## config.mk

```make
export PLATFORM = sky130hd
export DESIGN_NAME = rhsi_div_pipe
export DESIGN_NICKNAME = d
export VERILOG_FILES = /design/src/rhsi_div_pipe.sv
export SDC_FILE = /design/constraint.sdc
export NUM_CORES = 1
export LEC_CHECK = 0
export BUFFER_PORTS_ARGS = -buffer_cell sky130_fd_sc_hd__buf_2
export CORE_ASPECT_RATIO = 1.25
export CORE_UTILIZATION = 65
export DETAILED_ROUTE_END_ITERATION = 12
export GPL_TIMING_DRIVEN = 0
export PLACE_DENSITY = 0.82
export RECOVER_POWER = 50
export SETUP_SLACK_MARGIN = 0.2
export SYNTH_ARGS = -nofsm -noshare
export SYNTH_HDL_FRONTEND = slang
export SYNTH_SLANG_ARGS = --single-unit
```

## constraint.sdc

```tcl
create_clock -name i_clk -period 7.6 [get_ports i_clk]
set_clock_uncertainty 0.1 [all_clocks]
set_input_delay 1.9 -clock i_clk [delete_from_list [all_inputs] [get_ports i_clk]]
set_output_delay 1.9 -clock i_clk [all_outputs]
set_load 0.1 [all_outputs]
```

## src/rhsi_div_pipe.sv

```systemverilog
// pipelined restoring divider, one quotient bit per stage, with side data
`default_nettype none

module rhsi_div_pipe #(
    parameter int NUM_W  = 18,
    parameter int DEN_W  = 10,
    parameter int Q_W    = 10,
    parameter int SIDE_W = 8
) (
    input  logic              i_clk,
    input  logic              i_rst_n,
    input  logic              i_en,
    input  logic              i_valid,
    input  logic [NUM_W-1:0]  i_num,
    input  logic [DEN_W-1:0]  i_den,
    input  logic [SIDE_W-1:0] i_side,
    output logic              o_valid,
    output logic [Q_W-1:0]    o_quo,
    output logic [SIDE_W-1:0] o_side
);

    localparam int RW = (NUM_W > DEN_W + Q_W) ? NUM_W : DEN_W + Q_W;

    logic              r_v    [Q_W];
    logic [RW-1:0]     r_rem  [Q_W];
    logic [DEN_W-1:0]  r_den  [Q_W];
    logic [Q_W-1:0]    r_q    [Q_W];
    logic [SIDE_W-1:0] r_side [Q_W];

    for (genvar j = 0; j < Q_W; j++) begin : g_stage
        localparam int K = Q_W - 1 - j;
        logic              c_v;
        logic [RW-1:0]     c_rem;
        logic [DEN_W-1:0]  c_den;
        logic [Q_W-1:0]    c_q;
        logic [SIDE_W-1:0] c_side;
        logic [RW-1:0]     shifted;
        logic [RW-1:0]     n_rem;
        logic [Q_W-1:0]    n_q;

        if (j == 0) begin : g_first
            assign c_v    = i_valid;
            assign c_rem  = RW'(i_num);
            assign c_den  = i_den;
            assign c_q    = '0;
            assign c_side = i_side;
        end else begin : g_next
            assign c_v    = r_v[j-1];
            assign c_rem  = r_rem[j-1];
            assign c_den  = r_den[j-1];
            assign c_q    = r_q[j-1];
            assign c_side = r_side[j-1];
        end

        always_comb begin
            shifted = RW'(c_den) << K;
            n_rem   = c_rem;
            n_q     = c_q;
            if (c_rem >= shifted) begin
                n_rem = c_rem - shifted;
                n_q   = c_q | (Q_W'(1) << K);
            end
        end

        always_ff @(posedge i_clk) begin
            if (!i_rst_n) begin
                r_v[j] <= 1'b0;
            end else if (i_en) begin
                r_v[j] <= c_v;
            end
        end

        always_ff @(posedge i_clk) begin
            if (i_en) begin
                r_rem[j]  <= n_rem;
                r_den[j]  <= c_den;
                r_q[j]    <= n_q;
                r_side[j] <= c_side;
            end
        end
    end

    assign o_valid = r_v[Q_W-1];
    assign o_quo   = r_q[Q_W-1];
    assign o_side  = r_side[Q_W-1];

endmodule

`default_nettype wire

```

==> impl_results.md <==
- Status: complete, but fails checks
- Failing checks: max-capacitance violations, max-slew violations
- Slew Limit Fails: 135
- Max IR drop VDD: 0.000237 V
- Post-DP Area: 0.0199 mm²
- Max_slew headroom: -1.20
- Synth cell types: 72
- Layout cells sized above 1: 0.101
- Leakage: 8.08 nW
- Global Route Usage Sum: 0.219
- Gpl congestion: 0.940
- Number of remaining DRC errors: 0
- Setup slack after layout: 2.12 ns
- H-tree depth: 2
- Post-Syn Instances: 1,413
- Most frequent cells in the layout: edfxtp_1, inv_1, nor2_1
- Crit-path cells: clkbuf_2 > buf_16 > clkbuf_1 > nand2b_1
- Crit Path Max Fanout: 141
- Maximum root-to-sink buffer count: 3
- Cts bufs inserted: 39
- Clk pin slew, worst setup/hold paths: 0.06 ns
- Vias: 11,200
- Gr ovfl total: 0
- P per Cell Area: 318 mW/mm²
- Root Driver: clkbuf_16
- Multi-input gate area: 0.00602 mm²
- 1st-iter DRT viols: 615
- Critical Path RT: 7.67 ns
- Clock net sink count: 415
- CTS Hold Bufs: 0
- Final Critical Period: 5.48 ns
- Vias in the first global route: 11,800
- Avg Cell Area, Syn: 13.5 µm²
- Die span in x: 155 µm
- Final Hold Vio Count: 0
- Worst skew pair latency: 0.53 ns
- Register area share after synthesis: 0.654
- Total power: 6.70 mW
- Filler Cell Count: 1,728
- Drt pass-1 iters: 5
- Worst path slowest cell: clkbuf_2
- Cell Rows: 69
- ANT nets after route: 0
- # diodes: 0
- Post-synth EDFFs: 414
- Final number of setup-violating endpoints: 0
- RSZ-0062 raised after global routing: false
- WP buf/inv: 3
- Vias per Instance: 5.77
- Final Non-Filler Cells: 1,935
- Post-CTS sizing: 0
- Synth Flop Type: edfxtp_1
- IO Pins: 59
- Nets: 1,662
- Post-CTS Setup Bufs: 0
- Largest stage delay on the critical path: 2.23 ns
- Worst slew pin tran: 3.30 ns
- Post-DP HPWL: 22,200 µm
- CP startpoint kind: input pin
- Inst Count DP: 1,863
- Syn Std Cell Area: 0.0190 mm²
- CTS tree: done
- Initial Util: 0.666
- Final period util: 0.721
- Asr flop ratio synth: 0
- Area grow syn2layout: 10.8%
- Pin count of the biggest net entering global routing: 142
- Die footprint: 0.0300 mm²
- Routed WL per cell: 16.4 µm
- Commonest non-fill, non-tap cell in the layout: edfxtp_1
- Arrival time of the worst setup path: 5.54 ns
- Pre-CTS setup slack: 3.16 ns
- Highest clock rate: 183 MHz
- Initial antenna violation count: 0
- Die Ht: 193 µm
- Final core utilization: 0.738
- Routed WL: 31,700 µm
- Min-Delay Path Class: reg -> reg
- Max Cap Viol: 1
- CP delay by family, top: buffers and inverters
- Core area: 0.0286 mm²
- First-pass GRT wire length: 52,300 µm
- Syn nets: 1,561
- Design Area, Final: 0.0211 mm²
- IO Port Bufs: 58
- Crit Path Class: in -> reg
- Sequential cell area: 0.0125 mm²
- #FFs+latches synth: 415
- Worst Setup End Kind: flop
- Yosys warnings: 0
-- cell type report --
type | count | share of cell area
Clock buffer | 47 | 0.0487
Sequential cell | 415 | 0.590
Buffer | 18 | 0.00356
Timing Repair Buffer | 60 | 0.0161
Tap cell | 390 | 0.0231
Multi-Input combinational cell | 851 | 0.285
Inverter | 129 | 0.0230
Clock inverter | 25 | 0.0101
-- where the power goes --
group / switching, mW / internal [mW] / total, mW
clock: 0.802 / 1.07 / 1.87
sequential: 0.199 / 3.00 / 3.20
combinational: 0.922 / 0.707 / 1.63
-- flip-flops by register name (all words and copies together), names as in the netlist --
signal,count
r_den,90
r_q,55
r_v,10
r_rem,180
r_side,80
-- cells by family after synthesis --
| family | count (synthesis) | share of synthesized area |
|---|---|---|
| buffers and inverters | 147 | 0.0294 |
| XOR/XNOR | 92 | 0.0423 |
| multiplexers | 31 | 0.0181 |
| AO/OA/AOI/OAI | 268 | 0.0885 |
| adder cells (fa/ha/maj) | 108 | 0.0745 |
| flip-flops | 415 | 0.654 |
| AND/OR/NAND/NOR | 352 | 0.0932 |
-- per-layer routing --
layer / vias up / wire length [µm] / global-route usage
met1: 5305 / 10800 / 0.199
li1: 5452 / - / -
met2: 289 / 18100 / 0.440
met3: 113 / 947 / 0.0280
met4: 0 / 1840 / 0.137
met5: - / 0 / 0
-- final timing paths --
kind | startpoint | end | slack (ns) | cells past startpoint
hold / removal | r_side[5][3]$_DFFE_PP_ | r_side[6][3]$_DFFE_PP_ | 0.31 | 0
hold reg to reg | r_side[5][3]$_DFFE_PP_ | r_side[6][3]$_DFFE_PP_ | 0.31 | 0
setup reg to reg | r_rem[0][8]$_DFFE_PP_ | r_rem[1][15]$_DFFE_PP_ | 4.10 | 11
setup / recovery | i_en | r_v[6]$_DFFE_PP_ | 2.12 | 4
-- cell usage after synthesis, drive strengths merged, types with 14 or more instances --
cell type	number	area (µm²)
edfxtp	414	12400
inv	129	484
nor2	100	375
ha	99	1240
a21oi	83	419
nand2	74	278
o21ai	72	360
xor2	50	438
xnor2	42	368
nor3	34	170
mux2	28	315
nor4	26	169
nand2b	23	144
a21o	21	158
nand3	18	90.1
o21a	18	135
nor2b	15	93.8
clkbuf	14	52.6
-- through the flow --
| stage | setup TNS [ns] | hold WS [ns] |
|---|---|---|
| 5_1_grt | 0 | 0.321 |
| 6_report | 0 | 0.312 |
| 3_3_place_gp | -393.89 | 0.300 |
| 2_1_floorplan | 0 | 0.300 |
| 3_5_place_dp | 0 | 0.305 |
| 4_1_cts | 0 | 0.313 |
(Power assumes the default switching activity.)
